[src/rtl/core/mhp_pkg.sv]
// shared types and constants of the multimedia-object header parser
// used by mhp_parse and mot_header_parser; depends on nothing else
package mhp_pkg;

	// summary status codes
	localparam logic [2:0] ST_OK         = 3'd0;
	localparam logic [2:0] ST_SHORT      = 3'd1;
	localparam logic [2:0] ST_MISMATCH   = 3'd2;
	localparam logic [2:0] ST_TRUNCATED  = 3'd3;
	localparam logic [2:0] ST_SCRAMBLED  = 3'd4;
	localparam logic [2:0] ST_COMPRESSED = 3'd5;

	// result kinds
	localparam logic KIND_PARAM   = 1'b0;
	localparam logic KIND_SUMMARY = 1'b1;

	// configuration register indexes and reset values
	localparam logic       CFG_SCRAMBLED_IDX  = 1'b0;
	localparam logic       CFG_COMPRESSED_IDX = 1'b1;
	localparam logic [5:0] SCRAMBLED_ID_RST   = 6'd35;
	localparam logic [5:0] COMPRESSED_ID_RST  = 6'd17;

	// header core geometry
	localparam int CORE_BYTES = 7;
	localparam logic [12:0] POS_MAX = 13'h1FFF;

	// one result item
	typedef struct packed {
		logic        kind;
		logic [5:0]  param_id;
		logic [14:0] param_len;
		logic        data_valid;
		logic [7:0]  data_byte;
		logic        param_last;
		logic [27:0] body_size;
		logic [5:0]  content_type;
		logic [8:0]  content_subtype;
		logic [2:0]  status;
		logic        run_last;
	} mhp_res_t;

endpackage

[src/rtl/core/mhp_parse.sv]
// header parse state and per-byte decode: core capture, parameter walk, summary
// depends on mhp_pkg
module mhp_parse (
	input  logic             clk,
	input  logic             arst_n,
	input  logic             en,
	input  logic [7:0]       hdr_byte,
	input  logic             end_of_header,
	input  logic [5:0]       scrambled_id,
	input  logic [5:0]       compressed_id,
	output logic [1:0]       res_n,
	output mhp_pkg::mhp_res_t res_a,
	output mhp_pkg::mhp_res_t res_b
);

	typedef enum logic [2:0] {
		PH_CORE,
		PH_PHDR,
		PH_LEN1,
		PH_LEN2,
		PH_DATA
	} phase_t;

	phase_t      phase_q, phase_n;
	logic [12:0] pos_q, pos_n;
	logic [55:0] core_q, core_n;
	logic [12:0] hlen_q, hlen_n;
	logic [5:0]  cur_q, cur_n;
	logic [14:0] rem_q, rem_n;
	logic [14:0] plen_q, plen_n;
	logic        sup_q, sup_n;
	logic [2:0]  err_q, err_n;

	logic        rec_v;
	logic        rec_dv;
	logic        rec_last;
	logic        len_done;
	logic [13:0] total;
	logic [2:0]  status;
	mhp_pkg::mhp_res_t rec, sum;

	// per-byte decode
	always_comb begin
		phase_n  = phase_q;
		core_n   = core_q;
		hlen_n   = hlen_q;
		cur_n    = cur_q;
		rem_n    = rem_q;
		plen_n   = plen_q;
		sup_n    = sup_q;
		err_n    = err_q;
		rec_v    = 1'b0;
		rec_dv   = 1'b0;
		rec_last = 1'b0;
		len_done = 1'b0;
		if (phase_q == PH_CORE) begin
			// big-endian capture of the seven core bytes
			for (int i = 0; i < mhp_pkg::CORE_BYTES; i++) begin
				if (pos_q == 13'(i))
					core_n[(mhp_pkg::CORE_BYTES - 1 - i) * 8 +: 8] =
						core_q[(mhp_pkg::CORE_BYTES - 1 - i) * 8 +: 8] | hdr_byte;
			end
			if (pos_q >= 13'(mhp_pkg::CORE_BYTES - 1)) begin
				hlen_n  = core_n[27:15];
				phase_n = PH_PHDR;
			end
		end else if (pos_q < hlen_q) begin
			case (phase_q)
				PH_PHDR: begin
					cur_n = hdr_byte[5:0];
					sup_n = 1'b0;
					if (hdr_byte[5:0] == scrambled_id) begin
						sup_n = 1'b1;
						if (err_q == mhp_pkg::ST_OK) err_n = mhp_pkg::ST_SCRAMBLED;
					end else if (hdr_byte[5:0] == compressed_id) begin
						sup_n = 1'b1;
						if (err_q == mhp_pkg::ST_OK) err_n = mhp_pkg::ST_COMPRESSED;
					end
					case (hdr_byte[7:6])
						2'd0: begin
							plen_n   = '0;
							rec_v    = !sup_n;
							rec_last = 1'b1;
						end
						2'd3: phase_n = PH_LEN1;
						default: begin
							plen_n  = (hdr_byte[7:6] == 2'd1) ? 15'd1 : 15'd4;
							rem_n   = plen_n;
							phase_n = PH_DATA;
						end
					endcase
				end
				PH_LEN1: begin
					if (hdr_byte[7]) begin
						plen_n  = {hdr_byte[6:0], 8'h00};
						phase_n = PH_LEN2;
					end else begin
						plen_n   = {8'h00, hdr_byte[6:0]};
						len_done = 1'b1;
					end
				end
				PH_LEN2: begin
					plen_n   = plen_q | {7'h00, hdr_byte};
					len_done = 1'b1;
				end
				default: begin
					rem_n = rem_q - 15'd1;
					if (rem_n == '0) phase_n = PH_PHDR;
					rec_v    = !sup_q;
					rec_dv   = 1'b1;
					rec_last = (rem_n == '0);
				end
			endcase
			// explicit length complete
			if (len_done) begin
				rem_n = plen_n;
				if (plen_n == '0) begin
					phase_n  = PH_PHDR;
					rec_v    = !sup_q;
					rec_last = 1'b1;
				end else begin
					phase_n = PH_DATA;
				end
			end
		end
		pos_n = (pos_q == mhp_pkg::POS_MAX) ? pos_q : pos_q + 13'd1;
	end

	// summary status
	assign total = {1'b0, pos_q} + 14'd1;
	always_comb begin
		if (total < 14'(mhp_pkg::CORE_BYTES))
			status = mhp_pkg::ST_SHORT;
		else if (total != {1'b0, hlen_n})
			status = mhp_pkg::ST_MISMATCH;
		else if (err_n != mhp_pkg::ST_OK)
			status = err_n;
		else if (phase_n == PH_LEN1 || phase_n == PH_LEN2 || phase_n == PH_DATA)
			status = mhp_pkg::ST_TRUNCATED;
		else
			status = mhp_pkg::ST_OK;
	end

	// result assembly
	always_comb begin
		rec            = '0;
		rec.kind       = mhp_pkg::KIND_PARAM;
		rec.param_id   = cur_n;
		rec.param_len  = plen_n;
		rec.data_valid = rec_dv;
		rec.data_byte  = rec_dv ? hdr_byte : 8'h00;
		rec.param_last = rec_last;
		rec.run_last   = !end_of_header;

		sum        = '0;
		sum.kind   = mhp_pkg::KIND_SUMMARY;
		sum.status = status;
		if (status != mhp_pkg::ST_SHORT) begin
			sum.body_size       = core_n[55:28];
			sum.content_type    = core_n[14:9];
			sum.content_subtype = core_n[8:0];
		end
		sum.run_last = 1'b1;

		res_a = rec_v ? rec : sum;
		res_b = sum;
		res_n = 2'(rec_v) + 2'(end_of_header);
	end

	// parse state
	always_ff @(posedge clk or negedge arst_n) begin
		if (!arst_n) begin
			phase_q <= PH_CORE;
			pos_q   <= '0;
			core_q  <= '0;
			hlen_q  <= '0;
			cur_q   <= '0;
			rem_q   <= '0;
			plen_q  <= '0;
			sup_q   <= 1'b0;
			err_q   <= mhp_pkg::ST_OK;
		end else if (en) begin
			if (end_of_header) begin
				phase_q <= PH_CORE;
				pos_q   <= '0;
				core_q  <= '0;
				hlen_q  <= '0;
				cur_q   <= '0;
				rem_q   <= '0;
				plen_q  <= '0;
				sup_q   <= 1'b0;
				err_q   <= mhp_pkg::ST_OK;
			end else begin
				phase_q <= phase_n;
				pos_q   <= pos_n;
				core_q  <= core_n;
				hlen_q  <= hlen_n;
				cur_q   <= cur_n;
				rem_q   <= rem_n;
				plen_q  <= plen_n;
				sup_q   <= sup_n;
				err_q   <= err_n;
			end
		end
	end

endmodule

[src/rtl/core/mot_header_parser.sv]
// mot_header_parser: one header byte per cycle while the result queue has room, input register, decode, result queue
// a byte passes the input register and then the result queue before its first result can be transferred
// throughput: one byte per cycle unless decode waits; a closing byte with a pending record yields two results
// the queue of OUT_DEPTH results decouples the output; decode waits when fewer than two slots are free
// reset clears parse state and queue, ids return to 35 (scrambled) and 17 (compressed)
// depends on mhp_pkg and mhp_parse
module mot_header_parser #(
	parameter int OUT_DEPTH = 4
) (
	input  logic        clk,
	input  logic        arst_n,
	input  logic        s_tvalid,
	output logic        s_tready,
	input  logic [7:0]  s_tdata,   // [7:0] hdr_byte
	input  logic        s_tlast,   // end_of_header
	output logic        m_tvalid,
	input  logic        m_tready,
	// [5:0] param_id, [20:6] param_len, [21] data_valid, [29:22] data_byte,
	// [30] param_last, [58:31] body_size, [64:59] content_type,
	// [73:65] content_subtype, [76:74] status, [79:77] zero
	output logic [79:0] m_tdata,
	output logic        m_tlast,   // run_last
	output logic        m_tuser,   // kind
	input  logic        cfg_valid,
	output logic        cfg_ready,
	input  logic        cfg_index,
	input  logic [5:0]  cfg_data
);

	localparam int PW = (OUT_DEPTH > 2) ? $clog2(OUT_DEPTH) : 1;
	localparam int CW = $clog2(OUT_DEPTH + 1);

	logic [5:0] scr_id_q, cmp_id_q;
	logic       v_s1;
	logic [7:0] byte_s1;
	logic       eoh_s1;
	logic       proc;
	logic       pop;
	logic [1:0] res_n;
	logic [1:0] push_n;
	mhp_pkg::mhp_res_t res_a, res_b, head;
	mhp_pkg::mhp_res_t q_mem [OUT_DEPTH];
	logic [PW-1:0] wr_q, rd_q, wr1;
	logic [CW-1:0] cnt_q;

	function automatic logic [PW-1:0] ptr_inc(input logic [PW-1:0] p);
		ptr_inc = (p == PW'(OUT_DEPTH - 1)) ? '0 : p + PW'(1);
	endfunction

	// configuration writes
	assign cfg_ready = 1'b1;
	always_ff @(posedge clk or negedge arst_n) begin
		if (!arst_n) begin
			scr_id_q <= mhp_pkg::SCRAMBLED_ID_RST;
			cmp_id_q <= mhp_pkg::COMPRESSED_ID_RST;
		end else if (cfg_valid) begin
			if (cfg_index == mhp_pkg::CFG_SCRAMBLED_IDX) scr_id_q <= cfg_data;
			if (cfg_index == mhp_pkg::CFG_COMPRESSED_IDX) cmp_id_q <= cfg_data;
		end
	end

	// input register
	assign proc     = v_s1 && (cnt_q <= CW'(OUT_DEPTH - 2));
	assign s_tready = !v_s1 || proc;
	always_ff @(posedge clk or negedge arst_n) begin
		if (!arst_n) begin
			v_s1 <= 1'b0;
		end else if (s_tvalid && s_tready) begin
			v_s1 <= 1'b1;
		end else if (proc) begin
			v_s1 <= 1'b0;
		end
	end
	always_ff @(posedge clk) begin
		if (s_tvalid && s_tready) begin
			byte_s1 <= s_tdata;
			eoh_s1  <= s_tlast;
		end
	end

	mhp_parse u_parse (
		.clk           (clk),
		.arst_n        (arst_n),
		.en            (proc),
		.hdr_byte      (byte_s1),
		.end_of_header (eoh_s1),
		.scrambled_id  (scr_id_q),
		.compressed_id (cmp_id_q),
		.res_n         (res_n),
		.res_a         (res_a),
		.res_b         (res_b)
	);

	// result queue
	assign push_n = proc ? res_n : 2'd0;
	assign pop    = m_tvalid && m_tready;
	assign wr1    = ptr_inc(wr_q);
	always_ff @(posedge clk) begin
		if (push_n != 2'd0) q_mem[wr_q] <= res_a;
		if (push_n == 2'd2) q_mem[wr1] <= res_b;
	end
	always_ff @(posedge clk or negedge arst_n) begin
		if (!arst_n) begin
			wr_q  <= '0;
			rd_q  <= '0;
			cnt_q <= '0;
		end else begin
			if (push_n == 2'd1) wr_q <= wr1;
			else if (push_n == 2'd2) wr_q <= ptr_inc(wr1);
			if (pop) rd_q <= ptr_inc(rd_q);
			cnt_q <= cnt_q + CW'(push_n) - CW'(pop);
		end
	end

	// output transfer
	assign head     = q_mem[rd_q];
	assign m_tvalid = (cnt_q != '0);
	assign m_tlast  = head.run_last;
	assign m_tuser  = head.kind;
	assign m_tdata  = {3'b000, head.status, head.content_subtype, head.content_type,
		head.body_size, head.param_last, head.data_byte, head.data_valid,
		head.param_len, head.param_id};

endmodule
[config.mk]
export PLATFORM = sky130hd
export DESIGN_NAME = mot_header_parser
export DESIGN_NICKNAME = d
export VERILOG_FILES = /design/src/rtl/core/mhp_pkg.sv /design/src/rtl/core/mhp_parse.sv /design/src/rtl/core/mot_header_parser.sv
export SDC_FILE = /design/constraint.sdc
export NUM_CORES = 1
export LEC_CHECK = 0
export BUFFER_PORTS_ARGS = -buffer_cell sky130_fd_sc_hd__buf_2
export CORE_UTILIZATION = 66
export CTS_CLUSTER_DIAMETER = 200
export DETAILED_ROUTE_END_ITERATION = 8
export GPL_ROUTABILITY_DRIVEN = 0
export PLACE_DENSITY = 0.85
export SETUP_SLACK_MARGIN = 0.05
export SLEW_MARGIN = 5
export SYNTH_ARGS = -nofsm -noshare
export SYNTH_HDL_FRONTEND = slang
export SYNTH_SLANG_ARGS = --single-unit
[constraint.sdc]
create_clock -name clk -period 19.05 [get_ports clk]
set_input_delay 3.81 -clock clk [delete_from_list [all_inputs] [get_ports clk]]
set_output_delay 3.81 -clock clk [all_outputs]
set_load 0.01 [all_outputs]
* After elaboration in Yosys (flattened, before gate mapping)
Memory sizes are Yosys's and may differ from the RTL's. Index checks and enable logic that the tools add are counted.
Word-level totals: register bits 154, bits in writable memories 316, input port bits 21, output and inout bits 85, logic and storage cells 200, memories kept 1
Memories:
- q_mem | words 4, bits a word 79, rd ports 1, clocked after Yosys merged registers in 0, write ports 2, line mot_header_parser.sv:42 | mhp_pkg::mhp_res_t q_mem [OUT_DEPTH];
Cells by class: $add $sub $neg 9, $lt $le $gt $ge 4, equal/unequal tests 28, multiplexer cells 98, bitwise operators 9, reductions and logical operators 33
Operators by type and width (count):
- 15-bit 2-to-1 mux | 11
- 56-bit 2-to-1 mux | 2
- 79-bit 2-to-1 mux | 1
- 13-bit 2-to-1 mux | 5
- 8-bit 2-to-1 mux | 8
- 3-bit 2-to-1 mux | 20
- 15-bit one-hot mux with 2 select lines | 2
- 8-bit OR | 7
- 15-bit one-hot mux with 3 select lines | 1
- 43-bit 2-to-1 mux | 1
- 13-bit by 3-bit == test with 1-bit output (second input constant) | 3
- 1-bit 2-to-1 mux | 31
- 15-bit zero test | 2
- 13-bit by 2-bit == test with 1-bit output (second input constant) | 2
- 6-bit 2-to-1 mux | 4
- 15-bit by 8-bit OR with 15-bit output | 1
- 15-bit by 1-bit subtractor with 15-bit output (second input constant) | 1
- 13-bit by 1-bit adder with 14-bit output (second input constant) | 1
- 14-bit by 3-bit less-than comparator with 1-bit output (second input constant) | 1
- 2-bit 2-to-1 mux | 7
- 14-bit by 13-bit != test with 1-bit output | 1
- 13-bit by 1-bit adder with 13-bit output (second input constant) | 1
- 13-bit by 1-bit == test with 1-bit output (second input constant) | 1
- 13-bit == test (second input constant) | 1
- other kinds (33) | 66

* Depth between registers and ports, before layout
depth in word-level cells 21, depth in mapped cells 25, mapped depth without buffers 18

* Cells and area by module
From an unflattened synthesis, not the netlist that was laid out.
Unflattened totals: cells, all modules 1979, area, all modules 25549.5 um^2
By module, submodules not included:
- mot_header_parser | instances 1, cells each 869, area each 16798.6 um^2, seq. area each 10266.1 um^2
- mhp_parse | instances 1, cells each 1110, area each 8750.9 um^2, seq. area each 3128.0 um^2

* Worst setup path before layout
No wires, ideal clock.
path type reg-to-reg, from register byte_s1[7], to memory q_mem[0][10] (netlist bit) (data pin), library setup time 0.139 ns, arrival time 5.917 ns, data required time 18.911 ns, setup slack 12.994 ns, stages on the path, launching flop included 25, path buffers 6, cell sequence edfxtp_1 > clkbuf_1 > inv_1 > ha_1 > nand2b_1 > nand2_1 > a221o_1 > or4_4 > o41ai_2 > a32oi_4 > nor3_4 > buf_4 > buf_8 > ha_1 > nand2_1 > inv_1 > ha_1 > clkbuf_1 > a21oi_1 > inv_1 > o21ai_2 > nand2b_1 > buf_2 > buf_4 > nor2_1
RTL lines:
- start: declaration | line mot_header_parser.sv:35 | logic [7:0] byte_s1;
- start signal: assignment | line mot_header_parser.sv:76 | byte_s1 <= s_tdata;
- end: declaration | line mot_header_parser.sv:42

==> out/qor.tcl <==
set qor(worst_ep_required_time_ns) 19.45
set qor(synth-edff-count) 193
set qor(switching_share_pct) 35.6
set qor(seq_power_share_pct) 41.5
set qor(final_net_count) 2107
set qor(cts_resized) 0
set qor(pin_count) 106
set qor(ctsHoldBuffers) 0
set qor(ys_types) 89
set qor(num_vias) 17283
set qor(number_of_pins_exceeding_their_max_slew_limit_in_the_final_report) 0
set qor(grt_setup_unrepaired) {false}
set qor(maxCapViolCount) 0
set qor(grt_overflow_total) 0
set qor(fin_crit_ns) 7.32
set qor(first_iter_violations) 2628
set qor(max-vdd-ir-drop_mv) 0.106
set qor(clkPwrFrac_pct) 28.1
set qor(first_pass_iters) 6
set qor(path_clk_slew_ns) 0.06
set qor(most_frequent_cell_after_synthesis) {nor2_1}
set qor(cts_post_setup_buffers_inserted) 0
set qor(insertion_delay_ns) 0.57
set qor(diodes) 0
set qor(total_power_mw) 3.18
set qor(drive_gt1_share_pct) 16.8
set qor(placeableCoreArea_mm2) 0.0328
set qor(layout.filler_cells) 2077
set qor(cts.sinks) 470
set qor(route.detailed.wl_per_inst_um) 23.3
set qor(design.die.area_mm2) 0.0343
set qor(worst_ep_arrival_time_ns) 7.72
set qor(run_status) {completed}
set qor(power_switching_mw) 1.13
set qor(dominantRegCellSynth) {edfxtp_1}
set qor(internal_power_mw) 2.05
set qor(tightest_slew_ns) 1.14
set qor(initial_utilization_pct) 67.7
set qor(synthTopCellsByArea) {edfxtp_1 (26%), dfrtp_1 (16%), dfxtp_1 (12%)}
set qor(tritoncts_clock_tree) {built}
set qor(holdWs_ns) 0.451
set qor(chipHeight_um) 185
set qor(cts_root_buf) {clkbuf_16}
set qor(endpoint_kind) {flip-flop}
set qor(multi_input_combinational_cell_area_mm2) 0.00925
set qor(postSynth.asyncResetShare_pct) 30.9
set qor(drc_errors) 0
set qor(grt.total_usage_pct) 34.8
set qor(finalClockSkew_ns) 0.0200
set qor(seqCellArea_mm2) 0.0121
set qor(timing.critical_path.from_type) {flip-flop}
set qor(hold_path_class) {reg -> reg}
set qor(cts_max_level) 2
set qor(routed_via_density) 6.83
set qor(drtAntennaViolNets) 0
set qor(netlist_area_mm2) 0.0222
set qor(crit_fanout) 48
set qor(power.static_leakage_nw) 9.39
set qor(portBuffers) 101
set qor(finalSetupViolations) 0
set qor(drt-total-wl_mm) 58.8
set qor(synth.avg_cell_area_um2) 11.0
set qor(yosys_register_bits) 470
set qor(cts_buffer_depth) 3
set qor(synthDominantAreaCellType) {edfxtp_1}
set qor(tns_ns) 0
set qor(synthCells) 2017
set qor(vias_in_the_first_global_route) 16840
set qor(antenna_violations_before_repair) 1
set qor(max_slew_margin_pct) 24.2
set qor(power_density_mw_per_mm2) 131
set qor(maxClockFrequency_mhz) 137
set qor(grt_max_degree) 80
set qor(p_comb_share_pct) 30.5
set qor(synth_warnings) 0
set qor(netlist.area_leader.share_pct) 26.1
set qor(syn_to_final_growth_pct) 9.48
set qor(final-hold-violation-count) 0
set qor(worst-setup-path-type) {reg -> reg}
set qor(std_cell_rows) 66
set qor(first_pass_grt_wire_length_mm) 92.3
set qor(tritoncts.num_buffers) 46
set qor(die_w_um) 185
set qor(dp.final_hpwl_mm) 35.5
set qor(finalCritPeriodShare_pct) 38.4
set qor(synth_sequential_area_ratio_pct) 54.4
set qor(synth_common_cells) {nor2_1 (303), nand2_1 (209), edfxtp_1 (193)}
-- worst paths after layout --
path / slack (ns) / from / cells after the start / end
setup / recovery: 11.73 / byte_s1[7]$_DFFE_PP_ / 21 / q_mem[1][22]$_DFFE_PP_
setup reg to reg: 11.73 / byte_s1[7]$_DFFE_PP_ / 21 / q_mem[1][22]$_DFFE_PP_
max in group asynchronous: 14.39 / arst_n / 2 / u_parse.core_q[40]$_DFFE_PN0P_
hold / removal: 0.45 / q_mem[2][71]$_SDFFE_PP0P_ / 2 / q_mem[2][71]$_SDFFE_PP0P_
min in group asynchronous: 3.29 / arst_n / 1 / u_parse.rem_q[8]$_DFFE_PN0P_
hold reg to reg: 0.45 / q_mem[2][71]$_SDFFE_PP0P_ / 2 / q_mem[2][71]$_SDFFE_PP0P_
-- worst max-delay path, cell delays in order (launching register included) --
cell and delay, ns:
edfxtp_1 0.70, inv_1 0.18, ha_1 0.36, nand2b_1 0.19, a21oi_1 0.26, a2bb2oi_1 0.21, or4_4 0.53, o41ai_2 0.46
a32oi_4 0.19, nor3_4 0.83, ha_1 0.45, nand2_1 0.19, inv_1 0.11, ha_1 0.46, a21oi_2 0.11, buf_4 0.27
inv_2 0.08, buf_4 0.55, o21ai_2 0.22, nand2b_1 0.22, buf_4 0.30, nor2_1 0.24
-- logic make-up (layout without fill, tap and decap cells) --
logic type | count (synthesis) | in the layout | share of synthesized area (%)
xor+xnor | 39 | 39 | 1.54
flops | 470 | 470 | 54.4
simple gates | 686 | 686 | 14.0
fa+ha+maj | 37 | 37 | 2.12
buf+inv | 193 | 261 | 3.99
mux | 95 | 95 | 8.82
other cells | 2 | 4 | 0.0339
compound gates | 495 | 495 | 15.1
-- through the flow --
stage | cells | util, % | area, um^2 | setup slack [ns]
2_1_floorplan | 2019 | - | 22200 | 12.99
3_3_place_gp | 2443 | 69.5 | 22800 | 12.43
3_5_place_dp | 2443 | 69.5 | 22800 | 12.09
4_1_cts | 2529 | 74.1 | 24300 | 11.91
5_1_grt | 2529 | 74.1 | 24300 | 11.45
6_report | 2529 | 74.1 | 24300 | 11.73
-- layout by cell type (no fill, tap or decap), drive strengths merged, types with 49 or more instances in the layout --
cell type	Yosys	final
a21o	49	49
a21oi	107	107
a22o	63	63
buf	47	133
clkbuf	104	66
dfrtp	140	140
dfxtp	132	132
edfxtp	193	193
mux4	79	79
nand2	218	218
nor2	303	303
o21ai	144	144
-- flip-flops by register name, indices dropped and copies added, names as in the netlist --
| register | flops |
|---|---|
| rd_q | 2 |
| eoh_s1 | 1 |
| u_parse.sup_q | 1 |
| cnt_q | 3 |
| u_parse.hlen_q | 13 |
| v_s1 | 1 |
| u_parse.err_q | 3 |
| scr_id_q | 6 |
| u_parse.pos_q | 13 |
| u_parse.phase_q | 3 |
| cmp_id_q | 6 |
| u_parse.plen_q | 15 |
| wr_q | 2 |
| u_parse.rem_q | 15 |
| byte_s1 | 8 |
| u_parse.core_q | 56 |
| u_parse.cur_q | 6 |
| q_mem | 316 |
-- per-layer routing --
metal	global-route usage (%)	vias to the layer above	routed length, um
li1	-	7381	-
met1	47.9	8416	22200
met4	14.0	0	2110
met2	54.6	1275	27600
met5	0	-	0
met3	6.90	211	6930
-- layout make-up --
type	instances	area share, %
inverter	42	0.649
timing repair buffer	133	3.10
tap	442	2.28
sequential	470	49.7
clock inverter	20	0.742
multi-input combinational	1356	38.1
clock buffer	66	5.39
-- power by group through the flow --
stage	clock network, mW	registers, mW	logic, mW
floorplan	0	1.25	0.726
global placement	0	1.32	0.913
detailed placement	0	1.33	0.932
CTS	0.893	1.31	0.950
global route	0.938	1.33	1.04
finish	0.893	1.32	0.970
(Power assumes the default switching activity.)
